==> src/rtl/biou_pkg.sv <==
`timescale 1ns / 1ps
// shared types, widths and the restoring division step for the box iou pipeline
// depends on nothing; used by the geometry, divider and top level
package biou_pkg;

    localparam int SIZE_BITS  = 15;
    localparam int FIELD_BITS = 16;
    localparam int AREA_BITS  = 2 * SIZE_BITS;
    localparam int UNI_BITS   = AREA_BITS + 1;
    localparam int RATIO_BITS = 16;

    typedef struct packed {
        logic [FIELD_BITS-1:0] first_x;
        logic [FIELD_BITS-1:0] first_y;
        logic [SIZE_BITS-1:0]  first_width;
        logic [SIZE_BITS-1:0]  first_height;
        logic [FIELD_BITS-1:0] second_x;
        logic [FIELD_BITS-1:0] second_y;
        logic [SIZE_BITS-1:0]  second_width;
        logic [SIZE_BITS-1:0]  second_height;
    } t_box_pair;

    typedef struct packed {
        logic [RATIO_BITS-1:0] overlap_ratio;
        logic                  empty_union;
    } t_iou_result;

    // overlap area and sum of both box areas
    typedef struct packed {
        logic [AREA_BITS-1:0] inter;
        logic [UNI_BITS-1:0]  sum;
    } t_area_pair;

    typedef struct packed {
        logic                qbit;
        logic [UNI_BITS-1:0] rem;
    } t_div_step;

    // one restoring step: double the remainder, subtract the divisor if it fits
    function automatic t_div_step div_step(input logic [UNI_BITS-1:0] rem,
                                           input logic [UNI_BITS-1:0] dvs);
        logic [UNI_BITS:0] two_r;
        logic [UNI_BITS:0] diff;
        t_div_step         res;
        two_r = {rem, 1'b0};
        diff  = two_r - {1'b0, dvs};
        if (two_r >= {1'b0, dvs}) begin
            res.qbit = 1'b1;
            res.rem  = diff[UNI_BITS-1:0];
        end else begin
            res.qbit = 1'b0;
            res.rem  = two_r[UNI_BITS-1:0];
        end
        return res;
    endfunction

endpackage

==> src/rtl/biou_stream_if.sv <==
`timescale 1ns / 1ps
// valid/ready stream channel carrying one payload of type T
interface biou_stream_if #(
    parameter type T = logic
) ();
    logic valid;
    logic ready;
    T     data;

    modport source (output valid, output data, input ready);
    modport sink (input valid, input data, output ready);
endinterface

==> src/rtl/biou_geom.sv <==
`timescale 1ns / 1ps
// three-stage front end: overlap edges and box areas, overlap lengths and area sum, overlap area
// depends on biou_pkg
module biou_geom #(
    parameter int COORD_BITS = 16
) (
    input  logic                   i_clk,
    input  logic                   i_rst_n,
    input  logic                   i_valid,
    output logic                   o_ready,
    input  biou_pkg::t_box_pair    i_pair,
    output logic                   o_valid,
    input  logic                   i_ready,
    output biou_pkg::t_area_pair   o_area
);

    localparam int CW = COORD_BITS;
    localparam int EW = ((CW > biou_pkg::FIELD_BITS) ? CW : biou_pkg::FIELD_BITS) + 2;
    localparam int SB = biou_pkg::SIZE_BITS;
    localparam int AB = biou_pkg::AREA_BITS;
    localparam int UB = biou_pkg::UNI_BITS;

    logic signed [EW-1:0] ax, ay, bx, by;
    logic signed [EW-1:0] aw, ah, bw, bh;

    // coordinate from its low COORD_BITS bits; wider settings see the field as unsigned
    generate
        if (CW <= biou_pkg::FIELD_BITS) begin : g_coord_signed
            assign ax = EW'($signed(i_pair.first_x[CW-1:0]));
            assign ay = EW'($signed(i_pair.first_y[CW-1:0]));
            assign bx = EW'($signed(i_pair.second_x[CW-1:0]));
            assign by = EW'($signed(i_pair.second_y[CW-1:0]));
        end else begin : g_coord_wide
            assign ax = EW'($signed({1'b0, i_pair.first_x}));
            assign ay = EW'($signed({1'b0, i_pair.first_y}));
            assign bx = EW'($signed({1'b0, i_pair.second_x}));
            assign by = EW'($signed({1'b0, i_pair.second_y}));
        end
    endgenerate

    assign aw = EW'($signed({1'b0, i_pair.first_width}));
    assign ah = EW'($signed({1'b0, i_pair.first_height}));
    assign bw = EW'($signed({1'b0, i_pair.second_width}));
    assign bh = EW'($signed({1'b0, i_pair.second_height}));

    logic en1, en2, en3;
    logic r_v1, r_v2, r_v3;

    // stage 1: overlap edges and both areas
    logic signed [EW-1:0] n_lo_x, n_hi_x, n_lo_y, n_hi_y;
    logic signed [EW-1:0] ea_x, eb_x, ea_y, eb_y;
    logic signed [EW-1:0] r_lo_x, r_hi_x, r_lo_y, r_hi_y;
    logic [AB-1:0]        r_area_a, r_area_b;

    // stage 2: overlap lengths and area sum
    logic signed [EW:0]   dx, dy;
    logic [SB-1:0]        n_iw, n_ih;
    logic [SB-1:0]        r_iw, r_ih;
    logic [UB-1:0]        r_sum2;

    // stage 3: overlap area
    logic [AB-1:0]        r_inter;
    logic [UB-1:0]        r_sum3;

    assign en3     = !r_v3 || i_ready;
    assign en2     = !r_v2 || en3;
    assign en1     = !r_v1 || en2;
    assign o_ready = en1;

    always_comb begin
        ea_x   = ax + aw;
        eb_x   = bx + bw;
        ea_y   = ay + ah;
        eb_y   = by + bh;
        n_lo_x = (ax > bx) ? ax : bx;
        n_hi_x = (ea_x < eb_x) ? ea_x : eb_x;
        n_lo_y = (ay > by) ? ay : by;
        n_hi_y = (ea_y < eb_y) ? ea_y : eb_y;
    end

    always_comb begin
        dx   = (EW+1)'(r_hi_x) - (EW+1)'(r_lo_x);
        dy   = (EW+1)'(r_hi_y) - (EW+1)'(r_lo_y);
        n_iw = (dx > 0) ? dx[SB-1:0] : '0;
        n_ih = (dy > 0) ? dy[SB-1:0] : '0;
    end

    always_ff @(posedge i_clk) begin
        if (!i_rst_n) begin
            r_v1 <= 1'b0;
            r_v2 <= 1'b0;
            r_v3 <= 1'b0;
        end else begin
            if (en1) r_v1 <= i_valid;
            if (en2) r_v2 <= r_v1;
            if (en3) r_v3 <= r_v2;
        end
    end

    always_ff @(posedge i_clk) begin
        if (en1) begin
            r_lo_x   <= n_lo_x;
            r_hi_x   <= n_hi_x;
            r_lo_y   <= n_lo_y;
            r_hi_y   <= n_hi_y;
            r_area_a <= AB'(i_pair.first_width) * AB'(i_pair.first_height);
            r_area_b <= AB'(i_pair.second_width) * AB'(i_pair.second_height);
        end
        if (en2) begin
            r_iw   <= n_iw;
            r_ih   <= n_ih;
            r_sum2 <= UB'(r_area_a) + UB'(r_area_b);
        end
        if (en3) begin
            r_inter <= AB'(r_iw) * AB'(r_ih);
            r_sum3  <= r_sum2;
        end
    end

    assign o_valid      = r_v3;
    assign o_area.inter = r_inter;
    assign o_area.sum   = r_sum3;

    // the overlap lies inside both boxes, so twice its area never passes the sum
    a_inter_bounded: assert property (@(posedge i_clk) disable iff (!i_rst_n)
        r_v3 |-> ({r_inter, 1'b0} <= r_sum3))
        else $error("overlap area exceeds half the area sum");

    // a stalled output keeps its transfer unchanged
    a_hold_on_stall: assert property (@(posedge i_clk) disable iff (!i_rst_n)
        (o_valid && !i_ready) |=> (o_valid && $stable(o_area)))
        else $error("geometry output changed while stalled");

    // an empty last stage never blocks the input
    a_ready_when_drained: assert property (@(posedge i_clk) disable iff (!i_rst_n)
        !r_v3 |-> o_ready)
        else $error("geometry not ready with an empty last stage");

endmodule

==> src/rtl/biou_div.sv <==
`timescale 1ns / 1ps
// pipelined restoring divider: overlap over union, two quotient bits per stage,
// then saturation and the empty-union flag; depends on biou_pkg
module biou_div #(
    parameter int FRAC_BITS = 15
) (
    input  logic                  i_clk,
    input  logic                  i_rst_n,
    input  logic                  i_valid,
    output logic                  o_ready,
    input  biou_pkg::t_area_pair  i_area,
    output logic                  o_valid,
    input  logic                  i_ready,
    output biou_pkg::t_iou_result o_result
);

    localparam int UB    = biou_pkg::UNI_BITS;
    localparam int RB    = biou_pkg::RATIO_BITS;
    localparam int QW    = FRAC_BITS + 1;
    localparam int STEPS = 2;
    localparam int NS    = (FRAC_BITS + STEPS - 1) / STEPS;

    // stage 0 holds the divisor setup, stages 1..NS each retire up to STEPS quotient bits
    logic [NS:0]   r_vld;
    logic [NS:0]   en;
    logic [UB-1:0] r_rem [0:NS];
    logic [UB-1:0] r_uni [0:NS];
    logic [QW-1:0] r_quo [0:NS];
    logic          r_emp [0:NS];

    logic [UB-1:0] n_rem [1:NS];
    logic [QW-1:0] n_quo [1:NS];

    logic          en_out;
    logic          r_out_vld;
    logic [RB-1:0] r_out_ratio;
    logic          r_out_empty;
    logic [RB-1:0] n_ratio;

    logic          n_q0;
    logic [UB-1:0] n_uni0;

    always_comb begin
        en_out = !r_out_vld || i_ready;
        en[NS] = !r_vld[NS] || en_out;
        for (int k = NS - 1; k >= 0; k--) begin
            en[k] = !r_vld[k] || en[k+1];
        end
    end
    assign o_ready = en[0];

    // the top quotient bit is set only when overlap equals union
    assign n_q0   = (i_area.sum == {i_area.inter, 1'b0});
    assign n_uni0 = i_area.sum - UB'(i_area.inter);

    always_comb begin
        logic [UB-1:0]       rem;
        logic [QW-1:0]       quo;
        biou_pkg::t_div_step st;
        for (int k = 1; k <= NS; k++) begin
            rem = r_rem[k-1];
            quo = r_quo[k-1];
            for (int s = 0; s < STEPS; s++) begin
                if ((k - 1) * STEPS + s < FRAC_BITS) begin
                    st  = biou_pkg::div_step(rem, r_uni[k-1]);
                    rem = st.rem;
                    quo = {quo[QW-2:0], st.qbit};
                end
            end
            n_rem[k] = rem;
            n_quo[k] = quo;
        end
    end

    generate
        if (QW > RB) begin : g_sat
            always_comb begin
                if (r_emp[NS]) begin
                    n_ratio = '0;
                end else if (|r_quo[NS][QW-1:RB]) begin
                    n_ratio = '1;
                end else begin
                    n_ratio = r_quo[NS][RB-1:0];
                end
            end
        end else begin : g_nosat
            always_comb begin
                if (r_emp[NS]) begin
                    n_ratio = '0;
                end else begin
                    n_ratio = RB'(r_quo[NS]);
                end
            end
        end
    endgenerate

    always_ff @(posedge i_clk) begin
        if (!i_rst_n) begin
            r_vld     <= '0;
            r_out_vld <= 1'b0;
        end else begin
            if (en[0]) r_vld[0] <= i_valid;
            for (int k = 1; k <= NS; k++) begin
                if (en[k]) r_vld[k] <= r_vld[k-1];
            end
            if (en_out) r_out_vld <= r_vld[NS];
        end
    end

    always_ff @(posedge i_clk) begin
        if (en[0]) begin
            r_rem[0] <= n_q0 ? '0 : UB'(i_area.inter);
            r_uni[0] <= n_uni0;
            r_quo[0] <= QW'(n_q0);
            r_emp[0] <= (i_area.sum == '0);
        end
        for (int k = 1; k <= NS; k++) begin
            if (en[k]) begin
                r_rem[k] <= n_rem[k];
                r_uni[k] <= r_uni[k-1];
                r_quo[k] <= n_quo[k];
                r_emp[k] <= r_emp[k-1];
            end
        end
        if (en_out) begin
            r_out_ratio <= n_ratio;
            r_out_empty <= r_emp[NS];
        end
    end

    assign o_valid                = r_out_vld;
    assign o_result.overlap_ratio = r_out_ratio;
    assign o_result.empty_union   = r_out_empty;

    a_rem_below_divisor: assert property (@(posedge i_clk) disable iff (!i_rst_n)
        (r_vld[NS] && !r_emp[NS]) |-> (r_rem[NS] < r_uni[NS]))
        else $error("division remainder not below the union");

    a_empty_forces_zero: assert property (@(posedge i_clk) disable iff (!i_rst_n)
        (r_out_vld && r_out_empty) |-> (r_out_ratio == '0))
        else $error("empty union with nonzero ratio");

    a_empty_from_stage0: assert property (@(posedge i_clk) disable iff (!i_rst_n)
        (r_vld[0] && r_emp[0]) |-> (r_uni[0] == '0 && r_rem[0] == '0))
        else $error("empty union flagged with nonzero union or overlap");

endmodule

==> src/rtl/box_intersection_over_union.sv <==
`timescale 1ns / 1ps
// top level of the box intersection-over-union pipeline
// depends on biou_pkg, biou_stream_if, biou_geom and biou_div
//
//  channel  | dir | payload                        | transfer when
//  ---------+-----+--------------------------------+----------------------
//  i_pair   | in  | two boxes: x, y, width, height | valid && ready
//  o_iou    | out | overlap_ratio, empty_union     | valid && ready
//
// one box pair per cycle sustained while o_iou is ready; the path runs through three
// geometry stages, a divisor setup stage, the restoring divider stages retiring up to two
// quotient bits per stage, and the output register.
// reset clears only the valid bits of every stage; payload registers are not reset.
// a stall on o_iou backs up stage by stage: a stage loads whenever it is empty
// or the stage after it moves, so bubbles collapse and nothing is dropped or repeated.
module box_intersection_over_union #(
    parameter int COORD_BITS = 16,
    parameter int FRAC_BITS  = 15
) (
    input logic            i_clk,
    input logic            i_rst_n,
    biou_stream_if.sink    i_pair,
    biou_stream_if.source  o_iou
);

    // link between the geometry front end and the divider
    logic                 geom_valid;
    logic                 div_ready;
    biou_pkg::t_area_pair geom_area;

    // result side of the divider before it reaches the output channel
    logic                  res_valid;
    biou_pkg::t_iou_result res_data;

    // overlap edges, lengths and areas
    biou_geom #(
        .COORD_BITS (COORD_BITS)
    ) u_geom (
        .i_clk   (i_clk),
        .i_rst_n (i_rst_n),
        .i_valid (i_pair.valid),
        .o_ready (i_pair.ready),
        .i_pair  (i_pair.data),
        .o_valid (geom_valid),
        .i_ready (div_ready),
        .o_area  (geom_area)
    );

    // union, fixed-point quotient, saturation and empty flag
    biou_div #(
        .FRAC_BITS (FRAC_BITS)
    ) u_div (
        .i_clk    (i_clk),
        .i_rst_n  (i_rst_n),
        .i_valid  (geom_valid),
        .o_ready  (div_ready),
        .i_area   (geom_area),
        .o_valid  (res_valid),
        .i_ready  (o_iou.ready),
        .o_result (res_data)
    );

    // the divider's output register drives the channel directly
    assign o_iou.valid = res_valid;
    assign o_iou.data  = res_data;

endmodule
==> src/flat_wrapper.sv <==
// flat-port wrapper written by rule: the top's interface ports become plain ports
module box_intersection_over_union_flat 
#(
    parameter int COORD_BITS = 16,
    parameter int FRAC_BITS  = 15
)
  (i_clk, i_rst_n, i_pair_valid, i_pair_data, i_pair_ready, o_iou_valid, o_iou_data, o_iou_ready);
  biou_stream_if i_pair_i ();
  biou_stream_if o_iou_i ();
  input logic i_clk;
  input logic i_rst_n;
  input wire logic [$bits(i_pair_i.valid)-1:0] i_pair_valid;
  input wire logic [$bits(i_pair_i.data)-1:0] i_pair_data;
  output wire logic [$bits(i_pair_i.ready)-1:0] i_pair_ready;
  output wire logic [$bits(o_iou_i.valid)-1:0] o_iou_valid;
  output wire logic [$bits(o_iou_i.data)-1:0] o_iou_data;
  input wire logic [$bits(o_iou_i.ready)-1:0] o_iou_ready;
  assign i_pair_i.valid = i_pair_valid;
  assign i_pair_i.data = i_pair_data;
  assign i_pair_ready = i_pair_i.ready;
  assign o_iou_valid = o_iou_i.valid;
  assign o_iou_data = o_iou_i.data;
  assign o_iou_i.ready = o_iou_ready;
  box_intersection_over_union #(.COORD_BITS(COORD_BITS), .FRAC_BITS(FRAC_BITS)) u_core (.i_clk(i_clk), .i_rst_n(i_rst_n), .i_pair(i_pair_i), .o_iou(o_iou_i));
endmodule
==> config.mk <==
export PLATFORM = sky130hd
export DESIGN_NAME = box_intersection_over_union_flat
export DESIGN_NICKNAME = d
export VERILOG_FILES = /design/src/rtl/biou_pkg.sv /design/src/rtl/biou_stream_if.sv /design/src/rtl/biou_geom.sv /design/src/rtl/biou_div.sv /design/src/rtl/box_intersection_over_union.sv /design/src/flat_wrapper.sv
export SDC_FILE = /design/constraint.sdc
export NUM_CORES = 1
export LEC_CHECK = 0
export BUFFER_PORTS_ARGS = -buffer_cell sky130_fd_sc_hd__buf_2
export CAP_MARGIN = 20
export CORE_MARGIN = 3
export CORE_UTILIZATION = 45
export CTS_BUF_LIST = sky130_fd_sc_hd__clkbuf_8
export DETAILED_ROUTE_END_ITERATION = 8
export GPL_TIMING_DRIVEN = 0
export PLACE_DENSITY = 0.66
export SLEW_MARGIN = 20
export SYNTH_ARGS = -nofsm -noshare
export SYNTH_HDL_FRONTEND = slang
export SYNTH_SLANG_ARGS = --single-unit
==> constraint.sdc <==
create_clock -name i_clk -period 1.2 [get_ports i_clk]
set_input_delay 0 -clock i_clk [delete_from_list [all_inputs] [get_ports i_clk]]
set_output_delay 0 -clock i_clk [all_outputs]
set_load 0.02 [all_outputs]
==> results of run 1 <==
==> worst max-delay path, cell delays in order (launching register included) <==
cell and delay, ps:
dfxtp_2 360, nand4_4 120, nor4_4 270, inv_1 90
buf_6 130
==> cell type report <==
cell class,instances,area [um2]
Clock inverter,1,6.26
Fill cell,152,713
Tap cell,25,31.3
Multi-Input combinational cell,42,290
Buffer,2,8.76
Sequential cell,23,576
Timing Repair Buffer,11,78.8
Inverter,5,18.8
Clock buffer,3,41.3
==> state kept, by name, indices dropped and copies added, names as in the netlist <==
register	count
u_core.u_div.r_out_empty	1
u_core.u_geom.o_valid	1
u_core.u_div.r_vld	9
u_core.u_div.o_valid	1
u_core.u_div.r_emp	9
u_core.u_geom.r_v1	1
u_core.u_geom.r_v2	1
==> cell usage in the layout, fill, tap and decap left out, types with 4 or more instances in the layout <==
master,synthesis,routed
nand2_1,11,11
edfxtp_1,9,9
dfxtp_2,0,8
nand3_1,7,5
buf_2,1,5
o21a_1,5,5
buf_4,0,5
inv_1,4,4
o21ai_1,3,4
dfxtp_4,0,4
==> kinds of logic after synthesis <==
logic type | count (synthesis) | synth area share
AOI/OAI and AO/OA | 13 | 0.0977
buffers and inverters | 7 | 0.0321
DFF | 23 | 0.641
and+or+nand+nor | 29 | 0.229
==> per-stage QoR <==
step | setup TNS (ps) | setup WS (ps)
after floorplan | 0 | 77.4
after global placement | -5.99 | -5.99
after detailed placement | -4.85 | -4.85
after CTS | -51.8 | -51.8
after global routing | -111 | -111
final | -33.9 | -33.9
==> power groups by stage <==
| stage | sequential [mW] | combinational, mW | clock (mW) |
|---|---|---|---|
| 2_1_floorplan | 0.831 | 0.0150 | 0 |
| 3_3_place_gp | 0.831 | 0.0218 | 0 |
| 3_5_place_dp | 0.832 | 0.0224 | 0 |
| 4_1_cts | 0.810 | 0.0252 | 0.502 |
| 5_1_grt | 0.807 | 0.0279 | 0.536 |
| 6_report | 0.806 | 0.0252 | 0.485 |
==> metal layers <==
metal  GRT usage  vias up
li1            -      285
met1       0.137      228
met2       0.196        6
met3      0.0634        2
met4      0.0415        0
met5           0        -
==> worst min path at each step <==
stage	from	to	slack, ps	cells past startpoint
after detailed placement	i_pair_valid	u_core.u_geom.r_v1	220	2
final	o_iou_ready	u_core.u_div.r_out_empty	70	3
after global placement	i_pair_valid	u_core.u_geom.r_v1	210	2
after global routing	o_iou_ready	u_core.u_div.r_out_empty	80	3
after floorplan	i_pair_valid	u_core.u_geom.r_v1	120	1
after CTS	o_iou_ready	u_core.u_div.r_out_empty	60	3
==> what timing repair did <==
| item | 4_1_cts | 5_1_grt |
|---|---|---|
| gates cloned | 0 | 0 |
| hold endpoints to repair | 1 | 0 |
| hold buffers | 1 | 0 |
| endpoints found under the setup margin | 2 | 6 |
| buffers inserted | 5 | 0 |
| resized for setup | 15 | 5 |
| pin swaps | 3 | 0 |
==> summary.md, run 1 <==
| Metric | Value |
|---|---|
| Outcome | `finished, violations left` |
| Failing checks | `negative setup slack` |
| Max Cap Viol | `0` |
| Metal-1 WL | `614 um` |
| FMAX | `810 MHz` |
| Worst setup path start | `u_core.u_div.r_vld[3]` |
| Flop pwr share | `0.612` |
| Proportion of layout cells with a drive suffix above 1 | `0.414` |
| Switching Fraction | `0.203` |
| Final setup viols | `1` |
| CP Class | `reg2out` |
| Met3 routed WL | `58 um` |
| Clock latency on the worst-skew pair | `270 ps` |
| Row count | `15` |
| Ys async rst share | `0` |
| Area Growth Syn to Fin | `22.4%` |
| CTS Buf Count | `3` |
| Vias | `521` |
| FF-to-FF Start | `u_core.u_div.r_vld[8]` |
| Root Driver | `clkbuf_8` |
| Ant diodes | `0` |
| Synth Flop Type | `dfxtp_1` |
| DIE AREA | `2470 um2` |
| Layout Cells excl Fill | `112` |
| Core footprint | `1760 um2` |
| Clk pwr share | `0.369` |
| Met2 wire len | `590 um` |
| Routed len/inst | `11.4 um` |
| Syn_area_per_cell | `11.9 um2` |
| Peak supply drop | `0.000911 V` |
| R2r setup slk | `60 ps` |
| Placer Congestion | `0.679` |
| Synth cell types | `24` |
| Final WS setup | `-33.9 ps` |
| Clock-pin slew on the worst setup and hold paths | `90 ps` |
| Total GRT Usage | `0.122` |
| CTS Buffer Depth | `2` |
| Most frequent cell after synthesis | `dfxtp_1` |
| Die Width | `49.7 um` |
| Switching power | `267 uW` |
| Die H | `49.7 um` |
| Worst setup SP type | `flip-flop` |
| Min cycle time layout | `1230 ps` |
| Post-Route WL | `1280 um` |
| H-tree levels | `1` |
| Leakage power | `0.383 nW` |
| Internal power | `1.05 mW` |
| First-pass GRT wire length | `2190 um` |
| Total congestion overflow | `0` |
| Worst Setup End Kind | `output port` |
| Register area share after synthesis | `0.641` |
| Most area-hungry cell type in the Yosys netlist | `dfxtp_1` |
| Antenna violations before repair | `0` |
| Vias in the first global route | `524` |
| Crit-path max FO | `2` |
| Pins Over Slew Limit | `0` |
| CTS tree | `done` |
| Synthesis warning total | `0` |
| Setup crit end | `i_pair_ready` |
| Gate power share | `0.019` |
| Hold Crit Class | `in2reg` |
| Critical path arrival | `1230 ps` |
| Hold Slack | `69.9 ps` |
| I/O Buffers | `5` |
| Vias per cell | `4.65` |
| Main area contributors after synthesis | `dfxtp_1 (33%), edfxtp_1 (31%), nand2_1 (4.8%)` |
| Cell Area, Synth | `858 um2` |
| Max layer used | `met4` |
| Top cells by count, synth | `dfxtp_1 (14), nand2_1 (11), edfxtp_1 (9), nand3_1 (7), o21a_1 (5)` |
| Final Core Density | `0.596` |
| RSZ-0062 raised after global routing | `true` |
| Final hold vios | `0` |
| Fin nets | `93` |
| Post-route DRC | `0` |
| Final total power | `1.32 mW` |
| Synth Register Bits | `23` |
| Post-DP HPWL | `861 um` |
| Final Cell Area | `1050 um2` |
| Synth Net Count | `77` |
| First-pass DRT Iterations | `4` |
| Worst slew pin tran | `403 ps` |
| Number of synthesized flops with an enable pin | `9` |
| Max transition margin | `0.731` |
| Clock sinks | `23` |
| Cells after Synth | `72` |
| Placed Area | `916 um2` |
| Pin count of the biggest net entering global routing | `15` |
| Post-Route Skew | `9.99 ps` |
| Fin crit share | `1.03` |
| Initial DRC Count | `9` |
| Reg-to-reg endpoint | `u_core.u_div.r_emp[4]` |
| Placed cells | `102` |
| CP Data Required Time | `1200 ps` |
| Number of routed nets with antenna violations | `0` |
| Worst reg2reg path depth | `4` |
| P per Cell Area | `1250 nW/um2` |
| Synth top area share | `0.327` |
| Initial Util | `0.487` |
| I/O pin count | `8` |
(Power assumes the default switching activity.)
==> run 2: changes to the inputs <==
--- a/config.mk
+++ b/config.mk
@@ -10,6 +10,7 @@
 export CORE_MARGIN = 3
 export CORE_UTILIZATION = 45
 export CTS_BUF_LIST = sky130_fd_sc_hd__clkbuf_8
+export CTS_CLUSTER_DIAMETER = 150
 export DETAILED_ROUTE_END_ITERATION = 8
 export GPL_TIMING_DRIVEN = 0
 export PLACE_DENSITY = 0.66
==> constraint.sdc (replaced) <==
create_clock -name i_clk -period 1.1 [get_ports i_clk]
set_input_delay 0 -clock i_clk [delete_from_list [all_inputs] [get_ports i_clk]]
set_output_delay 0 -clock i_clk [all_outputs]
set_load 0.02 [all_outputs]
==> run 2 against run 1 <==
Net effect: sequential cell count unchanged; count of clock-buffer cells in the layout unchanged; sequential power is 9.6% higher; the flow still finishes with violations (negative setup slack).
==> summary.md, run 2 (synthesis gave the netlist of run 1 again) <==
| Metric | Value |
|---|---|
| Peak supply drop | `0.00118 V` |
| H-tree levels | `1` |
| Min cycle time layout | `1260 ps` |
| Switching Fraction | `0.202` |
| Core footprint | `1760 um2` |
| Max Cap Viol | `0` |
| Critical path arrival | `1260 ps` |
| Placer Congestion | `0.677` |
| Placed Area | `921 um2` |
| I/O pin count | `8` |
| CP Class | `reg2out` |
| Clock latency on the worst-skew pair | `270 ps` |
| Clock sinks | `23` |
| Final Core Density | `0.609` |
| Vias | `560` |
| Vias in the first global route | `523` |
| DIE AREA | `2470 um2` |
| Max transition margin | `0.720` |
| Total congestion overflow | `0` |
| Post-Route WL | `1350 um` |
| CTS Buf Count | `3` |
| Placed cells | `102` |
| Clock-pin slew on the worst setup and hold paths | `90 ps` |
| Die Width | `49.7 um` |
| Post-Route Skew | `11.2 ps` |
| Initial DRC Count | `8` |
| First-pass DRT Iterations | `4` |
| Final hold vios | `0` |
| Flop pwr share | `0.613` |
| Final Cell Area | `1070 um2` |
| Fin nets | `94` |
| Total GRT Usage | `0.120` |
| R2r setup slk | `-150 ps` |
| Routed len/inst | `11.9 um` |
| Fin crit share | `1.15` |
| Post-route DRC | `0` |
| Leakage power | `0.396 nW` |
| I/O Buffers | `5` |
| Worst slew pin tran | `420 ps` |
| CP Data Required Time | `1100 ps` |
| Outcome | `finished, violations left` |
| Layout Cells excl Fill | `113` |
| Initial Util | `0.487` |
| Internal power | `1.15 mW` |
| Root Driver | `clkbuf_8` |
| FF+latch area | `569 um2` |
| Pin count of the biggest net entering global routing | `15` |
| Number of routed nets with antenna violations | `0` |
| Largest regs | `u_core.u_div.r_emp x9, u_core.u_div.r_vld x9` |
| FMAX | `794 MHz` |
| Crit-path max FO | `4` |
| Most frequent cells in the layout | `nand2_1 (11), dfxtp_2 (9), edfxtp_1 (9), nand3_1 (6)` |
| Post-route setup TNS | `-1020 ps` |
| Die H | `49.7 um` |
| RSZ-0062 raised after global routing | `true` |
| Row count | `15` |
| Vias per cell | `4.96` |
| Multi-input logic area | `305 um2` |
| Failing checks | `negative setup slack` |
| Worst setup SP type | `flip-flop` |
| First-pass GRT wire length | `2210 um` |
| Clk pwr share | `0.367` |
| Area Growth Syn to Fin | `25.1%` |
| CTS Buffer Depth | `2` |
| Post-DP HPWL | `872 um` |
| Pins Over Slew Limit | `0` |
| Proportion of layout cells with a drive suffix above 1 | `0.455` |
| Antenna violations before repair | `0` |
| Fill cell count | `149` |
| Hold Crit Class | `in2reg` |
| Gate power share | `0.019` |
| Final WS setup | `-160 ps` |
| Ant diodes | `0` |
| P per Cell Area | `1340 nW/um2` |
| Switching power | `291 uW` |
| Final setup viols | `13` |
| Worst Setup End Kind | `output port` |
| CTS tree | `done` |
| Final total power | `1.44 mW` |
| Leading cell type in the layout, fill and taps excluded | `nand2_1` |
[run 2: per-layer routing]
metal,GRT usage,vias up,wire [um]
li1,-,285,-
met1,0.125,268,592
met2,0.207,7,688
met3,0.0695,0,66
met4,0.0276,0,0
met5,0,-,0
[run 2: layout make-up]
class	instances	share of cell area
sequential	23	0.530
multi-input combinational	42	0.284
timing repair buffer	12	0.0839
clock buffer	3	0.0385
tap	25	0.0291
inverter	5	0.0198
buffer	2	0.00816
clock inverter	1	0.00583
[run 2: worst paths after layout]
check,endpoint,cells past startpoint,from
min reg2reg,u_core.u_div.r_emp[1],0,u_core.u_div.r_emp[0]
min,u_core.u_div.o_valid,3,o_iou_ready
max reg2reg,u_core.u_div.r_emp[1],5,u_core.u_div.r_vld[5]
max,i_pair_ready,4,u_core.u_div.r_vld[5]
[run 2: per-stage QoR]
stage / setup WS (ps) / hold WS (ps)
floorplan: 3.72 / 124
global placement: -92.8 / 209
detailed placement: -75.3 / 219
CTS: -185 / 64.9
global route: -221 / 84.7
finish: -160 / 84.9
[run 2: worst max-delay path: stages, from the launching register on]
cell and delay [ps]:
dfxtp_4 380, nand4_4 110, nor4_4 300, inv_1 80
buf_6 130
[run 2: timing repair]
item                                    in CTS  in global routing
hold buffers                                 1                  0
endpoints found under the hold margin        1                  0
pin swaps                                    2                  7
gates resized for setup                     12                 12
setup buffers                                2                  4
endpoints found under the setup margin      15                 16
[run 2: power groups by stage]
stage	Combinational, mW	Clock (mW)	Sequential, mW
after floorplan	0.0163	0	0.906
after global placement	0.0237	0	0.907
after detailed placement	0.0246	0	0.907
after CTS	0.0275	0.549	0.883
after global routing	0.0325	0.585	0.885
final	0.0281	0.529	0.883
